## src/rtl/burst_test_pressure_monitor_defines.svh

```systemverilog
// Assertion macros for the burst test pressure monitor.
`ifndef BURST_TEST_PRESSURE_MONITOR_DEFINES_SVH
`define BURST_TEST_PRESSURE_MONITOR_DEFINES_SVH

// Same-cycle implication, checked outside reset.
`define BTPM_ASSERT_NOW(label, clk, rst_n, ante, cons, msg) \
    label: assert property (@(posedge clk) disable iff (!(rst_n)) (ante) |-> (cons)) \
        else $error(msg);

// Next-cycle implication, checked outside reset.
`define BTPM_ASSERT_NEXT(label, clk, rst_n, ante, cons, msg) \
    label: assert property (@(posedge clk) disable iff (!(rst_n)) (ante) |=> (cons)) \
        else $error(msg);

`endif

```

## src/rtl/btpm_pkg.sv

```systemverilog
// Types, constants and helpers shared by the burst test pressure monitor.
`default_nettype none

package btpm_pkg;

    localparam int SEGMENTS   = 9;
    localparam int SEG_W      = (SEGMENTS > 1) ? $clog2(SEGMENTS) : 1;
    localparam int NTHRESH    = 8;
    localparam int CNT_W      = 4;  // holds 0..NTHRESH

    localparam int ADC_W      = 12;
    localparam int P_W        = 20;
    localparam int SAMP_W     = 6;
    localparam int RATIO_W    = 9;
    localparam int CAL_W      = 16;
    localparam int CFG_IDX_W  = 3;
    localparam int CFG_DATA_W = 20;

    localparam int QUO_W      = 24;
    localparam int DIV_CNT_W  = 5;
    localparam logic [DIV_CNT_W-1:0] DIV_LAST = DIV_CNT_W'(QUO_W - 1);

    localparam logic [P_W-1:0] PMAX = {P_W{1'b1}};

    typedef logic [ADC_W-1:0] thresh_arr_t [NTHRESH];
    localparam thresh_arr_t THRESH = '{
        12'd320, 12'd440, 12'd560, 12'd680, 12'd800, 12'd937, 12'd1075, 12'd1220
    };

    localparam logic [1:0] OP_START = 2'd0;
    localparam logic [1:0] OP_TICK  = 2'd1;
    localparam logic [1:0] OP_LOAD  = 2'd2;

    localparam logic [2:0] CAUSE_NONE    = 3'd0;
    localparam logic [2:0] CAUSE_BURST   = 3'd1;
    localparam logic [2:0] CAUSE_TIMEOUT = 3'd2;
    localparam logic [2:0] CAUSE_STOP    = 3'd3;
    localparam logic [2:0] CAUSE_BEL_LOW = 3'd4;
    localparam logic [2:0] CAUSE_BEL_HIGH = 3'd5;

    localparam logic [CFG_IDX_W-1:0] REG_BEL_LOW  = 3'd0;
    localparam logic [CFG_IDX_W-1:0] REG_BEL_HIGH = 3'd1;
    localparam logic [CFG_IDX_W-1:0] REG_TIMEOUT  = 3'd2;
    localparam logic [CFG_IDX_W-1:0] REG_SETTLE   = 3'd3;
    localparam logic [CFG_IDX_W-1:0] REG_MIN_P    = 3'd4;
    localparam logic [CFG_IDX_W-1:0] REG_RATIO    = 3'd5;

    typedef struct packed {
        logic [1:0]              op;
        logic [ADC_W-1:0]        cup_adc;
        logic [ADC_W-1:0]        bellows_adc;
        logic                    stop_pressed;
        logic [3:0]              segment_index;
        logic signed [CAL_W-1:0] segment_slope;
        logic signed [CAL_W-1:0] segment_offset;
    } in_item_t;

    typedef struct packed {
        logic [SAMP_W-1:0] sample_number;
        logic [P_W-1:0]    pressure_kpa;
        logic              valve_open;
        logic              test_over;
        logic [2:0]        end_cause;
        logic [P_W-1:0]    peak_kpa;
    } out_item_t;

    // Segment = number of thresholds at or below the reading, clamped to the last one.
    function automatic logic [SEG_W-1:0] seg_of(input logic [ADC_W-1:0] adc);
        logic [CNT_W-1:0] cnt;
        cnt = '0;
        for (int i = 0; i < NTHRESH; i++) begin
            if (adc >= THRESH[i]) cnt = cnt + CNT_W'(1);
        end
        if (32'(cnt) > SEGMENTS - 1) cnt = CNT_W'(SEGMENTS - 1);
        return SEG_W'(cnt);
    endfunction

endpackage

`default_nettype wire

```

## src/rtl/burst_test_pressure_monitor.sv

```systemverilog
// Start, load and other ops go from acceptance straight to ST_FIN, which loads the output register;
// a tick passes ST_CALC, where a zero slope, zero numerator or sign mismatch settles the pressure
// directly, and otherwise ST_DIV, before ST_FIN. One transaction at a time: a tick may run the
// 24-step restoring divider after one calibration memory read.
// A finished result waits in the output register and holds off the next one until taken.
// Reset (aresetn, synchronous, active low): test idle, counters cleared, limits to defaults.
`default_nettype none

`include "burst_test_pressure_monitor_defines.svh"

module burst_test_pressure_monitor (
    input  wire logic                                 aclk,
    input  wire logic                                 aresetn,
    input  wire logic                                 s_valid,
    output logic                                      s_ready,
    input  wire btpm_pkg::in_item_t                   s_data,
    output logic                                      m_valid,
    input  wire logic                                 m_ready,
    output btpm_pkg::out_item_t                       m_data,
    input  wire logic                                 cfg_wr_en,
    input  wire logic [btpm_pkg::CFG_IDX_W-1:0]       cfg_index,
    input  wire logic [btpm_pkg::CFG_DATA_W-1:0]      cfg_wdata
);

    typedef enum logic [3:0] {
        ST_IDLE = 4'b0001,
        ST_CALC = 4'b0010,
        ST_DIV  = 4'b0100,
        ST_FIN  = 4'b1000
    } state_t;

    state_t state_reg, state_next;

    btpm_pkg::in_item_t  item_reg, item_next;
    btpm_pkg::out_item_t m_data_reg, m_data_next;
    logic                m_valid_reg, m_valid_next;

    logic [btpm_pkg::ADC_W-1:0]   bel_low_reg, bel_low_next;
    logic [btpm_pkg::ADC_W-1:0]   bel_high_reg, bel_high_next;
    logic [btpm_pkg::SAMP_W-1:0]  timeout_reg, timeout_next;
    logic [btpm_pkg::SAMP_W-1:0]  settle_reg, settle_next;
    logic [btpm_pkg::P_W-1:0]     min_p_reg, min_p_next;
    logic [btpm_pkg::RATIO_W-1:0] ratio_reg, ratio_next;

    logic                         running_reg, running_next;
    logic                         armed_reg, armed_next;
    logic [btpm_pkg::SAMP_W-1:0]  samples_reg, samples_next;
    logic [btpm_pkg::P_W-1:0]     last_p_reg, last_p_next;

    logic [btpm_pkg::P_W-1:0]     p_reg, p_next;
    logic [btpm_pkg::CAL_W-1:0]   den_reg, den_next;
    logic [btpm_pkg::CAL_W-1:0]   rem_reg, rem_next;
    logic [btpm_pkg::QUO_W-1:0]   quo_reg, quo_next;
    logic [btpm_pkg::DIV_CNT_W-1:0] cnt_reg, cnt_next;

    // Calibration memory: slope in the upper half, offset in the lower half.
    logic [2*btpm_pkg::CAL_W-1:0] cal_mem [btpm_pkg::SEGMENTS];
    logic [2*btpm_pkg::CAL_W-1:0] rd_data_reg;

    logic s_fire;
    logic load_ok;

    // Divider datapath
    logic signed [btpm_pkg::CAL_W-1:0] slope;
    logic signed [btpm_pkg::CAL_W-1:0] offset;
    logic signed [btpm_pkg::CAL_W+1:0] diff;
    logic [btpm_pkg::CAL_W+1:0]        diff_mag;
    logic [btpm_pkg::CAL_W:0]          trial;
    logic                              qbit;
    logic [btpm_pkg::QUO_W-1:0]        quo_shift;

    // Tick evaluation
    logic [btpm_pkg::SAMP_W-1:0]           count;
    logic                                  armed_now;
    logic [btpm_pkg::P_W+btpm_pkg::RATIO_W-1:0] cur_scaled;
    logic [btpm_pkg::P_W+btpm_pkg::RATIO_W-1:0] last_scaled;
    logic [2:0]                            cause;

    assign s_ready = (state_reg == ST_IDLE);
    assign s_fire  = s_valid && s_ready;
    assign m_valid = m_valid_reg;
    assign m_data  = m_data_reg;
    assign load_ok = ({1'b0, s_data.segment_index} < 5'(btpm_pkg::SEGMENTS));

    always_ff @(posedge aclk) begin
        if (s_fire && s_data.op == btpm_pkg::OP_LOAD && load_ok) begin
            cal_mem[s_data.segment_index[btpm_pkg::SEG_W-1:0]] <=
                {s_data.segment_slope, s_data.segment_offset};
        end
        if (s_fire) begin
            rd_data_reg <= cal_mem[btpm_pkg::seg_of(s_data.cup_adc)];
        end
    end

    always_comb begin
        slope    = rd_data_reg[2*btpm_pkg::CAL_W-1:btpm_pkg::CAL_W];
        offset   = rd_data_reg[btpm_pkg::CAL_W-1:0];
        diff     = $signed({6'd0, item_reg.cup_adc}) - $signed({{2{offset[15]}}, offset});
        diff_mag = diff[17] ? 18'(-diff) : 18'(diff);

        trial     = {rem_reg, quo_reg[btpm_pkg::QUO_W-1]};
        qbit      = (trial >= {1'b0, den_reg});
        quo_shift = {quo_reg[btpm_pkg::QUO_W-2:0], qbit};

        count       = samples_reg + btpm_pkg::SAMP_W'(1);
        armed_now   = armed_reg || (p_reg > min_p_reg);
        cur_scaled  = {1'b0, p_reg, 8'd0};
        last_scaled = 29'(last_p_reg) * 29'(ratio_reg);

        if (armed_now && cur_scaled < last_scaled) begin
            cause = btpm_pkg::CAUSE_BURST;
        end else if (count == timeout_reg) begin
            cause = btpm_pkg::CAUSE_TIMEOUT;
        end else if (item_reg.stop_pressed) begin
            cause = btpm_pkg::CAUSE_STOP;
        end else if (count > settle_reg && item_reg.bellows_adc < bel_low_reg) begin
            cause = btpm_pkg::CAUSE_BEL_LOW;
        end else if (count > settle_reg && item_reg.bellows_adc > bel_high_reg) begin
            cause = btpm_pkg::CAUSE_BEL_HIGH;
        end else begin
            cause = btpm_pkg::CAUSE_NONE;
        end
    end

    always_comb begin
        state_next    = state_reg;
        item_next     = item_reg;
        m_data_next   = m_data_reg;
        m_valid_next  = m_valid_reg;
        bel_low_next  = bel_low_reg;
        bel_high_next = bel_high_reg;
        timeout_next  = timeout_reg;
        settle_next   = settle_reg;
        min_p_next    = min_p_reg;
        ratio_next    = ratio_reg;
        running_next  = running_reg;
        armed_next    = armed_reg;
        samples_next  = samples_reg;
        last_p_next   = last_p_reg;
        p_next        = p_reg;
        den_next      = den_reg;
        rem_next      = rem_reg;
        quo_next      = quo_reg;
        cnt_next      = cnt_reg;

        if (cfg_wr_en) begin
            case (cfg_index)
                btpm_pkg::REG_BEL_LOW:  bel_low_next  = cfg_wdata[btpm_pkg::ADC_W-1:0];
                btpm_pkg::REG_BEL_HIGH: bel_high_next = cfg_wdata[btpm_pkg::ADC_W-1:0];
                btpm_pkg::REG_TIMEOUT:  timeout_next  = cfg_wdata[btpm_pkg::SAMP_W-1:0];
                btpm_pkg::REG_SETTLE:   settle_next   = cfg_wdata[btpm_pkg::SAMP_W-1:0];
                btpm_pkg::REG_MIN_P:    min_p_next    = cfg_wdata[btpm_pkg::P_W-1:0];
                btpm_pkg::REG_RATIO:    ratio_next    = cfg_wdata[btpm_pkg::RATIO_W-1:0];
                default: ;
            endcase
        end

        if (m_valid_reg && m_ready) m_valid_next = 1'b0;

        case (state_reg)
            ST_IDLE: begin
                if (s_valid) begin
                    item_next  = s_data;
                    state_next = (s_data.op == btpm_pkg::OP_TICK) ? ST_CALC : ST_FIN;
                end
            end
            ST_CALC: begin
                // Settle the sign and zero cases here; only real quotients use the divider.
                if (slope == '0) begin
                    p_next     = btpm_pkg::PMAX;
                    state_next = ST_FIN;
                end else if (diff == '0 || diff[17] != slope[15]) begin
                    p_next     = '0;
                    state_next = ST_FIN;
                end else begin
                    den_next   = slope[15] ? (~slope + 16'sd1) : slope;
                    rem_next   = '0;
                    quo_next   = {diff_mag[btpm_pkg::CAL_W-1:0], 8'd0};
                    cnt_next   = '0;
                    state_next = ST_DIV;
                end
            end
            ST_DIV: begin
                rem_next = qbit ? btpm_pkg::CAL_W'(trial - {1'b0, den_reg})
                                : trial[btpm_pkg::CAL_W-1:0];
                quo_next = quo_shift;
                cnt_next = cnt_reg + btpm_pkg::DIV_CNT_W'(1);
                if (cnt_reg == btpm_pkg::DIV_LAST) begin
                    p_next = (quo_shift[btpm_pkg::QUO_W-1:btpm_pkg::P_W] != '0)
                             ? btpm_pkg::PMAX : quo_shift[btpm_pkg::P_W-1:0];
                    state_next = ST_FIN;
                end
            end
            ST_FIN: begin
                // Hold until the output register is free.
                if (!m_valid_reg || m_ready) begin
                    m_valid_next = 1'b1;
                    state_next   = ST_IDLE;
                    m_data_next  = '0;
                    case (item_reg.op)
                        btpm_pkg::OP_START: begin
                            running_next           = 1'b1;
                            armed_next             = 1'b0;
                            samples_next           = '0;
                            last_p_next            = '0;
                            m_data_next.valve_open = 1'b1;
                        end
                        btpm_pkg::OP_TICK: begin
                            m_data_next.sample_number = samples_reg;
                            m_data_next.pressure_kpa  = p_reg;
                            if (running_reg) begin
                                samples_next = count;
                                armed_next   = armed_now;
                                last_p_next  = p_reg;
                                running_next = (cause == btpm_pkg::CAUSE_NONE);
                                m_data_next.valve_open = (cause == btpm_pkg::CAUSE_NONE);
                                m_data_next.test_over  = (cause != btpm_pkg::CAUSE_NONE);
                                m_data_next.end_cause  = cause;
                                if (cause == btpm_pkg::CAUSE_BURST) begin
                                    m_data_next.peak_kpa = last_p_reg;
                                end
                            end
                        end
                        default: begin
                            m_data_next.sample_number = samples_reg;
                            m_data_next.valve_open    = running_reg;
                        end
                    endcase
                end
            end
            default: state_next = ST_IDLE;
        endcase
    end

    always_ff @(posedge aclk) begin
        if (!aresetn) begin
            state_reg    <= ST_IDLE;
            m_valid_reg  <= 1'b0;
            bel_low_reg  <= '0;
            bel_high_reg <= 12'd4095;
            timeout_reg  <= 6'd30;
            settle_reg   <= 6'd2;
            min_p_reg    <= 20'd26;
            ratio_reg    <= 9'd154;
            running_reg  <= 1'b0;
            armed_reg    <= 1'b0;
            samples_reg  <= '0;
            last_p_reg   <= '0;
        end else begin
            state_reg    <= state_next;
            m_valid_reg  <= m_valid_next;
            bel_low_reg  <= bel_low_next;
            bel_high_reg <= bel_high_next;
            timeout_reg  <= timeout_next;
            settle_reg   <= settle_next;
            min_p_reg    <= min_p_next;
            ratio_reg    <= ratio_next;
            running_reg  <= running_next;
            armed_reg    <= armed_next;
            samples_reg  <= samples_next;
            last_p_reg   <= last_p_next;
        end
    end

    always_ff @(posedge aclk) begin
        item_reg   <= item_next;
        m_data_reg <= m_data_next;
        p_reg      <= p_next;
        den_reg    <= den_next;
        rem_reg    <= rem_next;
        quo_reg    <= quo_next;
        cnt_reg    <= cnt_next;
    end

    `BTPM_ASSERT_NEXT(a_one_in_flight, aclk, aresetn, s_fire, !s_ready, "accepted while busy")
    `BTPM_ASSERT_NOW(a_over_closes_valve, aclk, aresetn, m_valid && m_data.test_over, !m_data.valve_open, "valve open at test end")
    `BTPM_ASSERT_NOW(a_cause_matches_over, aclk, aresetn, m_valid, m_data.test_over == (m_data.end_cause != btpm_pkg::CAUSE_NONE), "end cause and test_over disagree")
    `BTPM_ASSERT_NOW(a_peak_only_on_burst, aclk, aresetn, m_valid && m_data.end_cause != btpm_pkg::CAUSE_BURST, m_data.peak_kpa == '0, "peak reported without burst")

endmodule

`default_nettype wire

```

## config.mk

```make
export PLATFORM = sky130hd
export DESIGN_NAME = burst_test_pressure_monitor
export DESIGN_NICKNAME = d
export VERILOG_FILES = /design/src/rtl/btpm_pkg.sv /design/src/rtl/burst_test_pressure_monitor.sv
export VERILOG_INCLUDE_DIRS = /design/src /design/src/rtl
export SDC_FILE = /design/constraint.sdc
export NUM_CORES = 1
export LEC_CHECK = 0
export ABC_CLOCK_PERIOD_IN_PS = 7200
export BUFFER_PORTS_ARGS = -buffer_cell sky130_fd_sc_hd__buf_2
export CAP_MARGIN = 20
export CORE_ASPECT_RATIO = 0.9
export CORE_MARGIN = 2
export CORE_UTILIZATION = 58
export CTS_BUF_LIST = sky130_fd_sc_hd__clkbuf_4 sky130_fd_sc_hd__clkbuf_8
export DETAILED_ROUTE_END_ITERATION = 6
export GPL_ROUTABILITY_DRIVEN = 0
export PLACE_DENSITY = 0.79
export REMOVE_ABC_BUFFERS = 1
export SETUP_SLACK_MARGIN = 0.2
export SYNTH_ARGS = -nofsm -noshare
export SYNTH_HDL_FRONTEND = slang
export SYNTH_SLANG_ARGS = --single-unit
```

## constraint.sdc

```tcl
create_clock -name aclk -period 7.2 [get_ports aclk]
set_clock_uncertainty 0.15 [all_clocks]
set_input_delay 1.8 -clock aclk [delete_from_list [all_inputs] [get_ports aclk]]
set_output_delay 1.8 -clock aclk [all_outputs]
set_load 0.02 [all_outputs]
```

==> impl_metrics.tcl <==
set metrics [dict create \
    synth_warnings 0 \
    endpoint "m_data[2]" \
    comb_power_share 0.268 \
    hold_violations 0 \
    crit_fanout 5 \
    fp.coreArea_sq_mm 0.0546 \
    clkSinkCount 577 \
    period_needed_ns 7.09 \
    p_clk_frac 0.308 \
    fin_area_sq_mm 0.0369 \
    drive_gt1_frac 0.185 \
    drv_slew 0 \
    dp_hpwl_mm 50.7 \
    cts.path.max_buffers 3 \
    clockRootBuffer "clkbuf_8" \
    r2r-start "ratio_reg[2]" \
    cp.required_ns 7.62 \
    initial_core_util 0.589 \
    fmax_mhz 141 \
    grtUsageTotal 0.266 \
    p_leak_uw 0.0151 \
    rows 81 \
    status "completed" \
    grt_pass1_vias 23200 \
    finalCritPeriodShare 0.985 \
    syn_inst 2800 \
    grt_pass1_wl_mm 121 \
    fill_cells 3765 \
    powerDensity_mw_per_mm2 258 \
    swShare 0.314 \
    path_class "flip-flop to flip-flop" \
    slowest_stage "fa_1" \
    layout_setup_ws_ns 0.108 \
    ctsHoldBuffers 0 \
    hold_ws_ns 0.324 \
    avgSynthCellArea_sq_um 11.5 \
    pwr-share-seq 0.424 \
    slew_headroom 0.308 \
    final_nets 3431 \
    antenna_left 0 \
    maxCapViolCount 0 \
    r2r_slack_ns 0.11 \
    antenna_found_initial 5 \
    worstSkewPairLatency_ns 0.72 \
    drtIter0Drc 1811 \
    power.total_uw 9510 \
    ff_latch_area_sq_mm 0.0164 \
    worst_pin_slew_ns 1.03 \
    rsz0062_at_grt "yes" \
    drt_wl_total_mm 75.0 \
    synth_edf_count 479 \
    areaGrowthSynthToFinish_pct 14.8 \
    min_path_cells 2 \
    placed_area_sq_mm 0.0342 \
    synth-async-reset-ratio 0 \
    finalSetupViolCount 0 \
    hold_path_class "flip-flop to flip-flop" \
    io_pins 144 \
    yosysUniqueCellTypes 85 \
    multi_input_area_sq_mm 0.0146 \
    grt_overflow 0 \
    cts_buffers 92 \
    p_switching_uw 2980 \
    arrival_ns 7.51 \
    ys_seq_elements 577 \
    ys_seq_area_frac 0.508 \
    drc 0 \
    ys.flop_type "edfxtp_1" \
    clk_pin_slew_ns 0.06 \
    synth_area_sq_mm 0.0322 \
    rr_endpoint "m_data[2]" \
    die_w_um 252 \
    die_h_um 227 \
    crit_path_start "ratio_reg[2]" \
    die-area_sq_mm 0.0574 \
    io_buffers 143 \
    dr.pass1.iters 5 \
    cp-start-kind "flip-flop" \
    dp_slack_ns -0.141 \
    end_kind "flip-flop" \
    slowest_delay_ns 0.54 \
    largest_register_ffs 288 \
    viasPerCell 5.83 \
    rr_worst_depth 32 \
    grt_max_degree 101 \
    p_int_uw 6530 \
    cts_tree "yes" \
    wl_per_cell_um 19.6 \
    cts_max_level 3 \
    peakVddDrop_v 0.000253 \
    vias 22300 \
]
[how the worst min path moves through the flow]
stage,startpoint,end,slack [ns]
floorplan,settle_reg[1],settle_reg[1],0.29
global placement,bel_low_reg[4],bel_low_reg[4],0.30
detailed placement,bel_low_reg[6],bel_low_reg[6],0.31
CTS,bel_low_reg[6],bel_low_reg[6],0.32
global route,bel_low_reg[1],bel_low_reg[1],0.35
finish,min_p_reg[11],min_p_reg[11],0.32
[power by group through the flow]
stage	clock network (uW)	registers (uW)	logic, uW
after detailed placement	0	4100	2530
final	2930	4030	2550
after global routing	3120	4050	2810
after floorplan	0	4040	1760
after CTS	2980	4030	2540
after global placement	0	4100	2410
[logic make-up after synthesis]
kind of cell	count (synthesis)	synth area share
buffers and inverters	393	0.0500
adder cells (fa/ha/maj)	286	0.141
AO/OA/AOI/OAI	428	0.0988
flip-flops	577	0.508
multiplexers	111	0.0345
AND/OR/NAND/NOR	917	0.142
XOR/XNOR	88	0.0249
[layout make-up]
class,instances,share of cell area
sequential,577,0.444
multi-input combinational,1830,0.396
timing repair buffer,283,0.0560
clock buffer,130,0.0425
inverter,270,0.0274
tap,705,0.0239
clock inverter,38,0.00952
antenna,1,0.0000678
[routing by layer]
| metal | vias to the layer above | global-route usage | part of all wire |
|---|---|---|---|
| li1 | 10300 | - | - |
| met1 | 10900 | 0.328 | 0.39 |
| met2 | 879 | 0.470 | 0.51 |
| met3 | 195 | 0.0519 | 0.074 |
| met4 | 8 | 0.0958 | 0.031 |
| met5 | - | 0 | 0.00073 |
[per-stage QoR]
stage	TNS (ns)	util	std cells
after floorplan	-96.42	-	2677
after global placement	0	0.626	3631
after detailed placement	-2.06	0.626	3633
after CTS	0	0.667	3812
after global routing	-2.55	0.676	3834
final	0	0.676	3834
[what timing repair did]
action,CTS,global route
buffers inserted,9,16
setup endpoints to repair,23,26
pin swaps,28,39
resized for setup,55,82
hold endpoints to repair,0,0
cloned,2,1
[critical path, delay by kind of cell, from the launching register on]
kind	cells	cell delay [ns]
AO/OA/AOI/OAI	11	1.81
XOR/XNOR	1	0.19
adder cells (fa/ha/maj)	6	2.51
flip-flops	1	0.39
AND/OR/NAND/NOR	6	1.03
buffers and inverters	8	0.86
[cells in the final DEF (no fill, tap or decap), types with 11 or more instances in the layout]
cell type / count
nor2b_1: 47
buf_12: 12
o21ai_0: 63
and2_1: 133
o211ai_1: 21
buf_4: 109
a21o_1: 41
clkinv_1: 18
clkbuf_4: 35
a22oi_1: 14
nand2_1: 362
a21oi_1: 44
fa_1: 124
a211oi_1: 14
edfxtp_1: 479
a221o_1: 12
nand3_1: 55
xnor2_1: 49
a21oi_2: 13
or2_2: 11
nand4_1: 15
mux2i_1: 110
nand2b_1: 75
dfxtp_1: 81
o2111ai_1: 48
nor2_1: 79
and2_4: 22
inv_1: 260
xor2_1: 36
dfxtp_4: 13
clkbuf_8: 95
buf_2: 143
o21a_1: 22
nor3_1: 31
a21boi_0: 48
ha_1: 150
[Yosys cell counts (14+ instances only)]
| library cell | n | area (sq um) |
|---|---|---|
| nand2b_1 | 76 | 475 |
| o21a_1 | 23 | 173 |
| o2111ai_1 | 49 | 429 |
| xnor2_1 | 49 | 429 |
| nor3_1 | 37 | 185 |
| edfxtp_1 | 479 | 14400 |
| ha_1 | 157 | 1960 |
| o21ai_0 | 69 | 345 |
| xor2_1 | 36 | 315 |
| nor2_1 | 86 | 323 |
| nor2b_1 | 47 | 294 |
| a21o_1 | 41 | 308 |
| o211ai_1 | 21 | 158 |
| a22oi_1 | 14 | 105 |
| mux2i_1 | 111 | 1110 |
| nand3_1 | 55 | 275 |
| dfxtp_1 | 98 | 1960 |
| clkbuf_1 | 80 | 300 |
| a211oi_1 | 15 | 113 |
| nand2_1 | 367 | 1380 |
| a21boi_0 | 49 | 368 |
| a21oi_1 | 57 | 285 |
| inv_1 | 270 | 1010 |
| and2_1 | 156 | 976 |
| fa_1 | 129 | 2580 |
| nand4_1 | 15 | 93.8 |
No activity file was read; power rests on OpenSTA's default activity.
